**config.mk**
```make
export PLATFORM = sky130hd
export DESIGN_NAME = pulse_period_beacon_classifier_top
export DESIGN_NICKNAME = d
export VERILOG_FILES = /design/src/sv/ppbc_pkg.sv /design/src/sv/ppbc_ring.sv /design/src/sv/ppbc_serdiff.sv /design/src/sv/ppbc_serdiv.sv /design/src/sv/pulse_period_beacon_classifier_top.sv
export SDC_FILE = /design/constraint.sdc
export NUM_CORES = 1
export LEC_CHECK = 0
export ABC_AREA = 1
export ABC_CLOCK_PERIOD_IN_PS = 5170
export BUFFER_PORTS_ARGS = -buffer_cell sky130_fd_sc_hd__buf_2
export CAP_MARGIN = 20
export CORE_ASPECT_RATIO = 1.25
export CORE_MARGIN = 2
export CORE_UTILIZATION = 55
export CTS_CLUSTER_SIZE = 30
export DETAILED_ROUTE_END_ITERATION = 10
export PLACE_DENSITY_LB_ADDON = 0.08
export SLEW_MARGIN = 20
export SYNTH_ARGS = -nofsm -noshare
export SYNTH_HDL_FRONTEND = slang
export SYNTH_HIERARCHICAL = 1
export SYNTH_SLANG_ARGS = --single-unit
```
**constraint.sdc**
```tcl
create_clock -name aclk -period 5.17 [get_ports aclk]
set_input_delay 1.034 -clock aclk [delete_from_list [all_inputs] [get_ports aclk]]
set_output_delay 1.034 -clock aclk [all_outputs]
set_load 0.01 [all_outputs]
```
**src/sv/ppbc_pkg.sv**
```systemverilog
`timescale 1ns / 1ps

package ppbc_pkg;

    localparam int DEPTH_DEF      = 9;
    localparam int TIME_WIDTH_DEF = 32;

    localparam int CFG_W     = 32;
    localparam int CFG_IDX_W = 3;
    localparam int BAND_W    = 20;
    localparam int FREQ_W    = 20;
    localparam int PERIOD_W  = 32;
    localparam int CLASS_W   = 2;
    localparam int STATUS_W  = 2;

    // serial divider: dividend/quotient shift register and divisor widths
    localparam int DIVD_W    = 32;
    localparam int DIVS_W    = 17;
    localparam int DIV_CNT_W = $clog2(DIVD_W + 1);

    localparam logic [CFG_IDX_W-1:0] CFG_MAX_SPAN = 3'd0;
    localparam logic [CFG_IDX_W-1:0] CFG_MAX_AGE  = 3'd1;
    localparam logic [CFG_IDX_W-1:0] CFG_A_LOW    = 3'd2;
    localparam logic [CFG_IDX_W-1:0] CFG_A_HIGH   = 3'd3;
    localparam logic [CFG_IDX_W-1:0] CFG_B_LOW    = 3'd4;
    localparam logic [CFG_IDX_W-1:0] CFG_B_HIGH   = 3'd5;

    localparam logic [CFG_W-1:0]  MAX_SPAN_RST = 32'd200000;
    localparam logic [CFG_W-1:0]  MAX_AGE_RST  = 32'd1000000;
    localparam logic [BAND_W-1:0] A_LOW_RST    = 20'd830;
    localparam logic [BAND_W-1:0] A_HIGH_RST   = 20'd870;
    localparam logic [BAND_W-1:0] B_LOW_RST    = 20'd3900;
    localparam logic [BAND_W-1:0] B_HIGH_RST   = 20'd4100;

    localparam logic FUNC_EDGE  = 1'b0;
    localparam logic FUNC_QUERY = 1'b1;

    localparam logic [CLASS_W-1:0] CLASS_NONE  = 2'd0;
    localparam logic [CLASS_W-1:0] CLASS_SEQ   = 2'd1;
    localparam logic [CLASS_W-1:0] CLASS_ENEMY = 2'd2;

    localparam logic [STATUS_W-1:0] ST_OK    = 2'd0;
    localparam logic [STATUS_W-1:0] ST_SPAN  = 2'd1;
    localparam logic [STATUS_W-1:0] ST_STALE = 2'd2;
    localparam logic [STATUS_W-1:0] ST_RANGE = 2'd3;

    localparam logic [PERIOD_W-1:0] PERIOD_LIMIT  = 32'd100000;
    localparam logic [DIVD_W-1:0]   ONE_SECOND_US = 32'd1000000;
    // aligned so that FREQ_W steps leave the quotient in the low bits
    localparam logic [DIVD_W-1:0]   FREQ_DIVIDEND = ONE_SECOND_US << (DIVD_W - FREQ_W);

    typedef struct packed {
        logic                 start;
        logic [DIV_CNT_W-1:0] steps;
        logic [DIVD_W-1:0]    dividend;
        logic [DIVS_W-1:0]    divisor;
    } div_req_t;

endpackage

```
**src/sv/ppbc_ring.sv**
```systemverilog
`timescale 1ns / 1ps

module ppbc_ring #(
    parameter int DEPTH      = 9,
    parameter int TIME_WIDTH = 32,
    parameter int AW         = $clog2(DEPTH)
) (
    input  logic                  aclk,
    input  logic                  aresetn,
    input  logic                  wr_en,
    input  logic [AW-1:0]         wr_addr,
    input  logic [TIME_WIDTH-1:0] wr_data,
    input  logic                  rd_en,
    input  logic [AW-1:0]         rd_addr,
    output logic [TIME_WIDTH-1:0] rd_data
);

    logic [TIME_WIDTH-1:0] mem [DEPTH];
    logic [DEPTH-1:0]      valid_reg;
    logic [TIME_WIDTH-1:0] mem_q_reg;
    logic                  vld_q_reg;

    always_ff @(posedge aclk) begin
        if (!aresetn) begin
            valid_reg <= '0;
        end else if (wr_en) begin
            valid_reg[wr_addr] <= 1'b1;
        end
    end

    always_ff @(posedge aclk) begin
        if (wr_en) begin
            mem[wr_addr] <= wr_data;
        end
        if (rd_en) begin
            mem_q_reg <= mem[rd_addr];
            vld_q_reg <= valid_reg[rd_addr];
        end
    end

    // unwritten slots read as zero
    assign rd_data = vld_q_reg ? mem_q_reg : '0;

endmodule

```
**src/sv/ppbc_serdiff.sv**
```systemverilog
`timescale 1ns / 1ps

module ppbc_serdiff #(
    parameter int TIME_WIDTH = 32,
    parameter int CW         = (TIME_WIDTH > ppbc_pkg::CFG_W) ? TIME_WIDTH : ppbc_pkg::CFG_W
) (
    input  logic                       aclk,
    input  logic                       aresetn,
    input  logic                       load,
    input  logic [TIME_WIDTH-1:0]      a,
    input  logic [TIME_WIDTH-1:0]      b,
    input  logic [ppbc_pkg::CFG_W-1:0] limit,
    output logic                       busy,
    output logic [CW-1:0]              diff,
    output logic                       over
);

    import ppbc_pkg::*;

    localparam int CNT_W = $clog2(CW + 1);

    logic [CW-1:0]    a_reg;
    logic [CW-1:0]    b_reg;
    logic [CW-1:0]    lim_reg;
    logic [CW-1:0]    diff_reg;
    logic             bor_d_reg;
    logic             bor_c_reg;
    logic [CNT_W-1:0] cnt_reg;

    logic da, db, lb, in_range, dbit;
    logic bor_d_next, bor_c_next;

    // LSB first: a - b, wrapped to TIME_WIDTH, and in the same pass limit - diff for the compare
    always_comb begin
        da         = a_reg[0];
        db         = b_reg[0];
        lb         = lim_reg[0];
        in_range   = cnt_reg > CNT_W'(CW - TIME_WIDTH);
        dbit       = in_range & (da ^ db ^ bor_d_reg);
        bor_d_next = (~da & db) | (~(da ^ db) & bor_d_reg);
        bor_c_next = (~lb & dbit) | (~(lb ^ dbit) & bor_c_reg);
    end

    always_ff @(posedge aclk) begin
        if (!aresetn) begin
            cnt_reg <= '0;
        end else if (load) begin
            cnt_reg <= CNT_W'(CW);
        end else if (busy) begin
            cnt_reg <= cnt_reg - CNT_W'(1);
        end
    end

    always_ff @(posedge aclk) begin
        if (load) begin
            a_reg     <= CW'(a);
            b_reg     <= CW'(b);
            lim_reg   <= CW'(limit);
            bor_d_reg <= 1'b0;
            bor_c_reg <= 1'b0;
        end else if (busy) begin
            a_reg     <= a_reg >> 1;
            b_reg     <= b_reg >> 1;
            lim_reg   <= lim_reg >> 1;
            diff_reg  <= {dbit, diff_reg[CW-1:1]};
            bor_d_reg <= bor_d_next;
            bor_c_reg <= bor_c_next;
        end
    end

    assign busy = cnt_reg != '0;
    assign diff = diff_reg;
    assign over = bor_c_reg;

endmodule

```
**src/sv/ppbc_serdiv.sv**
```systemverilog
`timescale 1ns / 1ps

module ppbc_serdiv (
    input  logic                        aclk,
    input  logic                        aresetn,
    input  ppbc_pkg::div_req_t          req,
    output logic                        busy,
    output logic [ppbc_pkg::DIVD_W-1:0] quotient
);

    import ppbc_pkg::*;

    logic [DIVD_W-1:0]    q_reg;
    logic [DIVS_W-1:0]    rem_reg;
    logic [DIVS_W-1:0]    d_reg;
    logic [DIV_CNT_W-1:0] cnt_reg;

    logic [DIVS_W:0]   trial;
    logic [DIVS_W:0]   sub;
    logic              qbit;
    logic [DIVS_W-1:0] rem_next;

    // restoring radix-2 step
    always_comb begin
        trial    = {rem_reg, q_reg[DIVD_W-1]};
        sub      = trial - {1'b0, d_reg};
        qbit     = trial >= {1'b0, d_reg};
        rem_next = qbit ? sub[DIVS_W-1:0] : trial[DIVS_W-1:0];
    end

    always_ff @(posedge aclk) begin
        if (!aresetn) begin
            cnt_reg <= '0;
        end else if (req.start) begin
            cnt_reg <= req.steps;
        end else if (busy) begin
            cnt_reg <= cnt_reg - DIV_CNT_W'(1);
        end
    end

    always_ff @(posedge aclk) begin
        if (req.start) begin
            q_reg   <= req.dividend;
            d_reg   <= req.divisor;
            rem_reg <= '0;
        end else if (busy) begin
            q_reg   <= {q_reg[DIVD_W-2:0], qbit};
            rem_reg <= rem_next;
        end
    end

    assign busy     = cnt_reg != '0;
    assign quotient = q_reg;

endmodule

```
**src/sv/pulse_period_beacon_classifier_top.sv**
```systemverilog
`timescale 1ns / 1ps

// Pulse period beacon classifier.
// Input channel s_*: s_func = 0 records the edge time s_time_us in a ring of
// DEPTH slots and gives no result; s_func = 1 is a query at time s_time_us.
// Result channel m_*: one transfer per query with class, frequency, period
// and status. Registers are written through cfg_wr_en/cfg_index/cfg_wdata;
// the user must write them only while the block is idle, which the block
// itself does not enforce; indexes above 5 are ignored. Edge items take
// one cycle each while the block is idle. A passing query runs two ring
// reads, a bit-serial subtract and limit compare over CW bits, where
// CW = max(TIME_WIDTH, 32), a check step, the 32-step radix-2 period
// division, the 20-step frequency division, classification and the output
// load. A span or age failure ends after the check, a period out of range
// after the period division. s_ready is low while a query runs.
// A finished result waits in the output register; the block keeps taking
// edges and may run the next query meanwhile, holding only before it would
// overwrite a result not yet taken.
// Reset clears the ring (valid flags), the write index, pending results and
// restores the register defaults.

module pulse_period_beacon_classifier_top #(
    parameter int DEPTH      = ppbc_pkg::DEPTH_DEF,
    parameter int TIME_WIDTH = ppbc_pkg::TIME_WIDTH_DEF
) (
    input  logic                          aclk,
    input  logic                          aresetn,
    input  logic                          cfg_wr_en,
    input  logic [ppbc_pkg::CFG_IDX_W-1:0] cfg_index,
    input  logic [ppbc_pkg::CFG_W-1:0]    cfg_wdata,
    input  logic                          s_valid,
    output logic                          s_ready,
    input  logic                          s_func,
    input  logic [TIME_WIDTH-1:0]         s_time_us,
    output logic                          m_valid,
    input  logic                          m_ready,
    output logic [ppbc_pkg::CLASS_W-1:0]  m_target_class,
    output logic [ppbc_pkg::FREQ_W-1:0]   m_freq_hz,
    output logic [ppbc_pkg::PERIOD_W-1:0] m_period_us,
    output logic [ppbc_pkg::STATUS_W-1:0] m_status
);

    import ppbc_pkg::*;

    localparam int AW = $clog2(DEPTH);
    localparam int CW = (TIME_WIDTH > CFG_W) ? TIME_WIDTH : CFG_W;

    typedef enum logic [3:0] {
        S_IDLE,
        S_RD_NEW,
        S_LOAD,
        S_SUB,
        S_CHECK,
        S_PDIV,
        S_FDIV,
        S_CLASS,
        S_DONE
    } state_t;

    state_t state_reg;

    logic [CFG_W-1:0]  max_span_reg;
    logic [CFG_W-1:0]  max_age_reg;
    logic [BAND_W-1:0] a_low_reg;
    logic [BAND_W-1:0] a_high_reg;
    logic [BAND_W-1:0] b_low_reg;
    logic [BAND_W-1:0] b_high_reg;

    logic [AW-1:0]         write_index_reg;
    logic [AW-1:0]         newest_addr_reg;
    logic [TIME_WIDTH-1:0] now_reg;
    logic [TIME_WIDTH-1:0] oldest_reg;

    logic [CLASS_W-1:0]  res_class_reg;
    logic [FREQ_W-1:0]   res_freq_reg;
    logic [PERIOD_W-1:0] res_period_reg;
    logic [STATUS_W-1:0] res_status_reg;

    logic                m_valid_reg;
    logic [CLASS_W-1:0]  m_target_class_reg;
    logic [FREQ_W-1:0]   m_freq_hz_reg;
    logic [PERIOD_W-1:0] m_period_us_reg;
    logic [STATUS_W-1:0] m_status_reg;

    logic                  in_xfer;
    logic                  edge_xfer;
    logic                  query_xfer;
    logic                  ring_rd_en;
    logic [AW-1:0]         ring_rd_addr;
    logic [TIME_WIDTH-1:0] ring_rd_data;
    logic                  sub_load;
    logic                  span_busy;
    logic                  span_over;
    logic [CW-1:0]         span_diff;
    logic                  age_busy;
    logic                  age_over;
    div_req_t              div_req;
    logic                  div_busy;
    logic [DIVD_W-1:0]     div_quot;
    logic                  period_ok;

    assign s_ready    = state_reg == S_IDLE;
    assign in_xfer    = s_valid && s_ready;
    assign edge_xfer  = in_xfer && (s_func == FUNC_EDGE);
    assign query_xfer = in_xfer && (s_func == FUNC_QUERY);

    assign ring_rd_en   = query_xfer || (state_reg == S_RD_NEW);
    assign ring_rd_addr = (state_reg == S_IDLE) ? write_index_reg : newest_addr_reg;
    assign sub_load     = state_reg == S_LOAD;

    assign period_ok = (div_quot != '0) && (div_quot < PERIOD_LIMIT);

    always_comb begin
        div_req = '0;
        if (state_reg == S_CHECK && !span_over && !age_over) begin
            div_req.start    = 1'b1;
            div_req.steps    = DIV_CNT_W'(DIVD_W);
            div_req.dividend = span_diff[DIVD_W-1:0];
            div_req.divisor  = DIVS_W'(DEPTH - 1);
        end else if (state_reg == S_PDIV && !div_busy && period_ok) begin
            div_req.start    = 1'b1;
            div_req.steps    = DIV_CNT_W'(FREQ_W);
            div_req.dividend = FREQ_DIVIDEND;
            div_req.divisor  = div_quot[DIVS_W-1:0];
        end
    end

    ppbc_ring #(
        .DEPTH      (DEPTH),
        .TIME_WIDTH (TIME_WIDTH),
        .AW         (AW)
    ) u_ring (
        .aclk    (aclk),
        .aresetn (aresetn),
        .wr_en   (edge_xfer),
        .wr_addr (write_index_reg),
        .wr_data (s_time_us),
        .rd_en   (ring_rd_en),
        .rd_addr (ring_rd_addr),
        .rd_data (ring_rd_data)
    );

    ppbc_serdiff #(
        .TIME_WIDTH (TIME_WIDTH),
        .CW         (CW)
    ) u_span (
        .aclk    (aclk),
        .aresetn (aresetn),
        .load    (sub_load),
        .a       (ring_rd_data),
        .b       (oldest_reg),
        .limit   (max_span_reg),
        .busy    (span_busy),
        .diff    (span_diff),
        .over    (span_over)
    );

    ppbc_serdiff #(
        .TIME_WIDTH (TIME_WIDTH),
        .CW         (CW)
    ) u_age (
        .aclk    (aclk),
        .aresetn (aresetn),
        .load    (sub_load),
        .a       (now_reg),
        .b       (oldest_reg),
        .limit   (max_age_reg),
        .busy    (age_busy),
        .diff    (),
        .over    (age_over)
    );

    ppbc_serdiv u_div (
        .aclk     (aclk),
        .aresetn  (aresetn),
        .req      (div_req),
        .busy     (div_busy),
        .quotient (div_quot)
    );

    always_ff @(posedge aclk) begin
        if (!aresetn) begin
            max_span_reg <= MAX_SPAN_RST;
            max_age_reg  <= MAX_AGE_RST;
            a_low_reg    <= A_LOW_RST;
            a_high_reg   <= A_HIGH_RST;
            b_low_reg    <= B_LOW_RST;
            b_high_reg   <= B_HIGH_RST;
        end else if (cfg_wr_en) begin
            case (cfg_index)
                CFG_MAX_SPAN: max_span_reg <= cfg_wdata;
                CFG_MAX_AGE:  max_age_reg  <= cfg_wdata;
                CFG_A_LOW:    a_low_reg    <= cfg_wdata[BAND_W-1:0];
                CFG_A_HIGH:   a_high_reg   <= cfg_wdata[BAND_W-1:0];
                CFG_B_LOW:    b_low_reg    <= cfg_wdata[BAND_W-1:0];
                CFG_B_HIGH:   b_high_reg   <= cfg_wdata[BAND_W-1:0];
                default: ;
            endcase
        end
    end

    always_ff @(posedge aclk) begin
        if (!aresetn) begin
            state_reg       <= S_IDLE;
            write_index_reg <= '0;
            m_valid_reg     <= 1'b0;
        end else begin
            // S_DONE reloads the output itself whenever the slot frees
            if (m_valid_reg && m_ready && state_reg != S_DONE) begin
                m_valid_reg <= 1'b0;
            end
            case (state_reg)
                S_IDLE: begin
                    if (edge_xfer) begin
                        write_index_reg <= (write_index_reg == AW'(DEPTH - 1)) ?
                                           '0 : write_index_reg + AW'(1);
                    end else if (query_xfer) begin
                        newest_addr_reg <= (write_index_reg == '0) ?
                                           AW'(DEPTH - 1) : write_index_reg - AW'(1);
                        now_reg         <= s_time_us;
                        write_index_reg <= '0;
                        state_reg       <= S_RD_NEW;
                    end
                end
                S_RD_NEW: begin
                    oldest_reg <= ring_rd_data;
                    state_reg  <= S_LOAD;
                end
                S_LOAD: begin
                    state_reg <= S_SUB;
                end
                S_SUB: begin
                    if (!span_busy && !age_busy) begin
                        state_reg <= S_CHECK;
                    end
                end
                S_CHECK: begin
                    res_class_reg  <= CLASS_NONE;
                    res_freq_reg   <= '0;
                    res_period_reg <= '0;
                    if (span_over) begin
                        res_status_reg <= ST_SPAN;
                        state_reg      <= S_DONE;
                    end else if (age_over) begin
                        res_status_reg <= ST_STALE;
                        state_reg      <= S_DONE;
                    end else begin
                        state_reg <= S_PDIV;
                    end
                end
                S_PDIV: begin
                    if (!div_busy) begin
                        res_period_reg <= div_quot[PERIOD_W-1:0];
                        if (period_ok) begin
                            state_reg <= S_FDIV;
                        end else begin
                            res_status_reg <= ST_RANGE;
                            state_reg      <= S_DONE;
                        end
                    end
                end
                S_FDIV: begin
                    if (!div_busy) begin
                        res_freq_reg <= div_quot[FREQ_W-1:0];
                        state_reg    <= S_CLASS;
                    end
                end
                S_CLASS: begin
                    res_status_reg <= ST_OK;
                    if (a_low_reg < res_freq_reg && res_freq_reg < a_high_reg) begin
                        res_class_reg <= CLASS_ENEMY;
                    end else if (b_low_reg < res_freq_reg && res_freq_reg < b_high_reg) begin
                        res_class_reg <= CLASS_SEQ;
                    end else begin
                        res_class_reg <= CLASS_NONE;
                    end
                    state_reg <= S_DONE;
                end
                S_DONE: begin
                    if (!m_valid_reg || m_ready) begin
                        m_valid_reg        <= 1'b1;
                        m_target_class_reg <= res_class_reg;
                        m_freq_hz_reg      <= res_freq_reg;
                        m_period_us_reg    <= res_period_reg;
                        m_status_reg       <= res_status_reg;
                        state_reg          <= S_IDLE;
                    end
                end
                default: begin
                    state_reg <= S_IDLE;
                end
            endcase
        end
    end

    assign m_valid        = m_valid_reg;
    assign m_target_class = m_target_class_reg;
    assign m_freq_hz      = m_freq_hz_reg;
    assign m_period_us    = m_period_us_reg;
    assign m_status       = m_status_reg;

`ifndef SYNTH
    a_index_range: assert property (@(posedge aclk) disable iff (!aresetn)
        write_index_reg <= AW'(DEPTH - 1))
        else $error("write index beyond ring depth");

    a_query_rewind: assert property (@(posedge aclk) disable iff (!aresetn)
        query_xfer |=> write_index_reg == '0)
        else $error("write index not rewound after query");

    a_fail_no_freq: assert property (@(posedge aclk) disable iff (!aresetn)
        (m_valid_reg && m_status_reg != ST_OK) |->
        (m_freq_hz_reg == '0 && m_target_class_reg == CLASS_NONE))
        else $error("failed query reports a frequency or class");

    a_fail_no_period: assert property (@(posedge aclk) disable iff (!aresetn)
        (m_valid_reg && (m_status_reg == ST_SPAN || m_status_reg == ST_STALE)) |->
        m_period_us_reg == '0)
        else $error("span or age failure reports a period");
`endif

endmodule
```
; ---- Word-level counts from Yosys, hierarchy flattened
; Memories as Yosys holds them, arrays and structs flattened. A register that Yosys moved wholly into a read port is not among the register bits.
; Index checks and enable logic that the tools add are counted.
[totals]
register_bits = 655
ramBits = 288
input_bits = 73
latch_bits = 0
rom_bits = 0
mem_count = 1
[memory_table]
columns = name, words, width, rd, rd_clocked_by_memory_dff, write_ports, line
row1 = u_ring.mem, 9, 32, 1, 1, 1, ppbc_ring.sv:18  ; logic [TIME_WIDTH-1:0] mem [DEPTH];
[classes]
div = 0
n_lt_le_gt_ge = 11
mul = 0
add_sub_neg = 6
reduce_logical = 55
shifts = 0
n_eq_ne = 23
n_mux = 59
bitwise_logic = 34
[op_table]
columns = op, n
row1 = $mux W32, 16
row2 = $mux W56, 2
row3 = $lt A20 B20 Y1, 4
row4 = $pmux W32 S2, 1
row5 = $mux W4, 13
row6 = $pmux W20 S2, 1
row7 = $mux W6, 6
row8 = $pmux W4 S9, 1
row9 = $lt A32 B17 Y1 const B, 1
row10 = $reduce_bool A32 Y1, 1
row11 = $mux W20, 1
row12 = $reduce_and A2 Y1, 10
row13 = $ge A18 B17 Y1, 1
row14 = $reduce_bool A6 Y1, 3
row15 = $sub A6 B1 Y6 const B, 3
row16 = $mux W17, 1
row17 = $sub A17 B17 Y17, 1
row18 = $eq A4 B3 Y1 const B, 4
row19 = $logic_and A1 B1 Y1, 14
row20 = $reduce_bool A2 Y1, 7
row21 = $not A1 Y1, 13
row22 = $gt A6 B1 Y1 const B, 2
row23 = $ne A2 B2 Y1 const B, 6
row24 = $and A1 B1 Y1, 10
row25 = 32 further kinds, 66

; ---- Depth between registers and ports, before layout
[depth]
ltp_word = 7
depth_mapped = 17
depth_no_buf = 17

; ---- Modules after synthesis
; The synthesis kept the hierarchy.
[modules_own_cells]
columns = module, instances, area_per_inst_um2, cells_each
row1 = pulse_period_beacon_classifier_top, 1, 13869.6, 1443
row2 = ppbc_ring, 1, 13808.2, 1293
row3 = ppbc_serdiff, 2, 5524.0, 493
row4 = ppbc_serdiv, 1, 4177.8, 550

; ---- Worst setup path after synthesis
; No wires, ideal clock.
[synth_path]
path_kind = in2reg
from = in aresetn
to = reg m_freq_hz_reg[0] (netlist: m_freq_hz[0]), enable pin
setup_slack_ps = 738
t_arrival_ps = 3962
path_stages = 4
setup_time_ps = 470
cell_sequence = clkbuf_1 > buf_1 > nand2_1 > nor2_1
[synth_between]
elab_chain_len = 1
[synth_lines]
columns = item, line
row1 = from (decl), pulse_period_beacon_classifier_top.sv:27  ; input logic aresetn,
row2 = $reduce_and A3 Y1 (no source line), n/a
row3 = to (signal assigned), pulse_period_beacon_classifier_top.sv:283  ; m_freq_hz_reg <= res_freq_reg;
row4 = to (decl), pulse_period_beacon_classifier_top.sv:81  ; logic [FREQ_W-1:0] m_freq_hz_reg;
; Every way passes these cells.
; A chain may end at the register's enable or synchronous reset.

==> results.toml <==
[status]
outcome = "complete, no violations"

[clock_tree]
cts_made_buffers = 95
cts_tree = "done"
path_clk_slew_ns = 0.06
cts-resized-gates = 0
post-cts-setup-buffer-count = 0
clk_latency_ns = 0.66
cts_buffer_depth = 3
cts.htree.levels = 3
cts_sinks = 975
cts_root_buf = "clkbuf_16"
ctsHoldBuffers = 0

[cells_and_area]
layout-drive-gt1-share_pct = 9.28
area_growth_pct = 10.9
regMostFlops = "u_ring/mem"
final_cells = 5394
n_antenna_cell = 0
largest_register_ffs = 288
nets = 4514
nFillCells = 6344

[die]
die_w_um = 251
die_y_um = 313
start_util_pct = 55.3
die_area_um2 = 78500
pin_count = 131
coreArea_um2 = 75800
row_count = 113

[critical_path]
crit_end = "u_div/quotient[0]$_DFFE_PP_"
crit_chain = "inv_1, ha_1, nand2_1, nor2_1, nand2_1, or2_1, inv_1, nand2_4, nand2_4, inv_1, buf_4, nor2_1, a31oi_1"
r2r_setup_slack_ns = 1.72
ff2ff_path_depth = 13
critical_path_peak_fanout = 63
cp.buffers_inverters = 4
critPathArrivalTime_ns = 3.80
start_kind = "flop"
path_common_cell = "inv_1"
critical_path.max_stage_delay_ns = 0.56
critPathCaptureType = "flop"
r2r_end = "u_div/quotient[0]$_DFFE_PP_"
path_depth = 13
cp-startpoint = "u_div/cnt_reg[0]$_SDFFE_PN0P_"
cpLargestDelayFamily = "simple AND/OR/NAND/NOR gates"
path_class = "flop to flop"
cp.required_ns = 5.51
r2r_start = "u_div/cnt_reg[0]$_SDFFE_PN0P_"
cp_slowest_cell = "nand2_4"

[place]
dp_hpwl_um = 56200
port-buffer-count = 130
place.gp.congestion = 0.836
dpl.cell_count = 5215

[drt]
routed_wl_um = 90100
ant_nets = 0
routedWlPerCell_um = 16.7
drc = 0
via_count = 27600
first_pass_iters = 5
routed_via_density = 5.11
drt_iter0_markers = 1958

[synth]
syn-cell-area_um2 = 41900
syn_area_per_cell_um2 = 9.89
synthesis.instances = 4240
yosys_warnings = 6

[power]
vdd_drop_max_v = 0.000326
p_leak_nw = 20.6
pwr_density_cell_nw_per_um2 = 497
power_mw = 23.1

[global_route]
grt_pass1_vias = 26400
grtUsageTotal_pct = 23.1
grt_max_degree = 103
grt_pass1_wl_um = 143000
grt_antenna_before_repair = 0
grt_remaining_overflow = 0

[timing]
fmax_mhz = 290
clock_skew_ns = 0.0200
setup_violations = 0
maxSlewHeadroom_pct = 27.6
fin_setup_tns_ns = 0
rsz0062_at_grt = "no"
tightest_slew_ns = 1.09
maxSlewViolCount = 0
finalHoldViolations = 0
period_minus_slack_ns = 3.45
finalCritPeriodShare_pct = 66.8

[run]
drv_cap = 0

[hold_path]
hp-class = "flop to flop"
min_path_cells = 0
worstHoldStart = "res_period_reg[19]$_SDFFCE_PN0P_"
[stage by stage]
| step | util [%] | worst slack [ns] | area, um^2 | hold WS [ns] |
|---|---|---|---|---|
| floorplan | - | 0.738 | 42000 | 0.400 |
| global placement | 57.2 | 1.72 | 43300 | 0.401 |
| detailed placement | 57.2 | 1.67 | 43300 | 0.405 |
| CTS | 61.3 | 1.68 | 46400 | 0.415 |
| global route | 61.4 | 1.24 | 46500 | 0.424 |
| finish | 61.4 | 1.72 | 46500 | 0.417 |
[worst register-to-register path: cells and delay by family, from the launching register on]
| family | cells | cell delay, ns |
|---|---|---|
| AO/OA/AOI/OAI | 1 | 0.05 |
| flip-flops | 1 | 0.31 |
| buffers and inverters | 4 | 1.16 |
| AND/OR/NAND/NOR | 7 | 1.47 |
| adder cells (fa/ha/maj) | 1 | 0.17 |
[placed cells by master (no fill, tap or decap), types with 22 or more instances in the layout]
| cell | instances |
|---|---|
| nor2_2 | 22 |
| edfxtp_1 | 774 |
| dfxtp_1 | 201 |
| o21ai_0 | 124 |
| nand3_1 | 288 |
| o21ai_1 | 24 |
| clkbuf_16 | 99 |
| inv_1 | 515 |
| nor2_1 | 335 |
| buf_4 | 33 |
| ha_1 | 100 |
| a21oi_1 | 110 |
| clkbuf_1 | 28 |
| buf_2 | 129 |
| nand2_1 | 1418 |
[cell type report]
cell class / count / area [um^2] / share of cell area (%)
sequential: 975 / 27300 / 58.6
timing repair buffer: 169 / 1060 / 2.27
tap: 977 / 1220 / 2.63
clock buffer: 144 / 2820 / 6.06
inverter: 544 / 2050 / 4.42
clock inverter: 32 / 267 / 0.573
multi-input combinational: 2553 / 11800 / 25.4
[report_power, final]
group | internal [mW] | total (mW) | leakage (nW) | switching, mW
Clock | 3.91 | 6.81 | 1.52 | 2.90
Sequential | 10.7 | 11.3 | 9.00 | 0.612
Combinational | 1.48 | 4.99 | 10.1 | 3.51
Total | 16.1 | 23.1 | 20.6 | 7.02
[per-layer routing]
metal	up-vias	GRT usage [%]	share of wire, %
li1	13900	-	-
met1	12900	30.1	43
met2	607	40.0	49
met3	171	2.86	4.4
met4	0	8.70	3.1
met5	-	0	0
[how the worst min path moves through the flow]
stage,endpoint
after detailed placement,m_period_us[19]$_DFFE_PP_
after CTS,m_period_us[12]$_DFFE_PP_
after global routing,m_period_us[12]$_DFFE_PP_
after floorplan,m_period_us[0]$_DFFE_PP_
final,m_period_us[19]$_DFFE_PP_
after global placement,m_period_us[8]$_DFFE_PP_
Note: power is estimated with default switching activity, not from simulation.
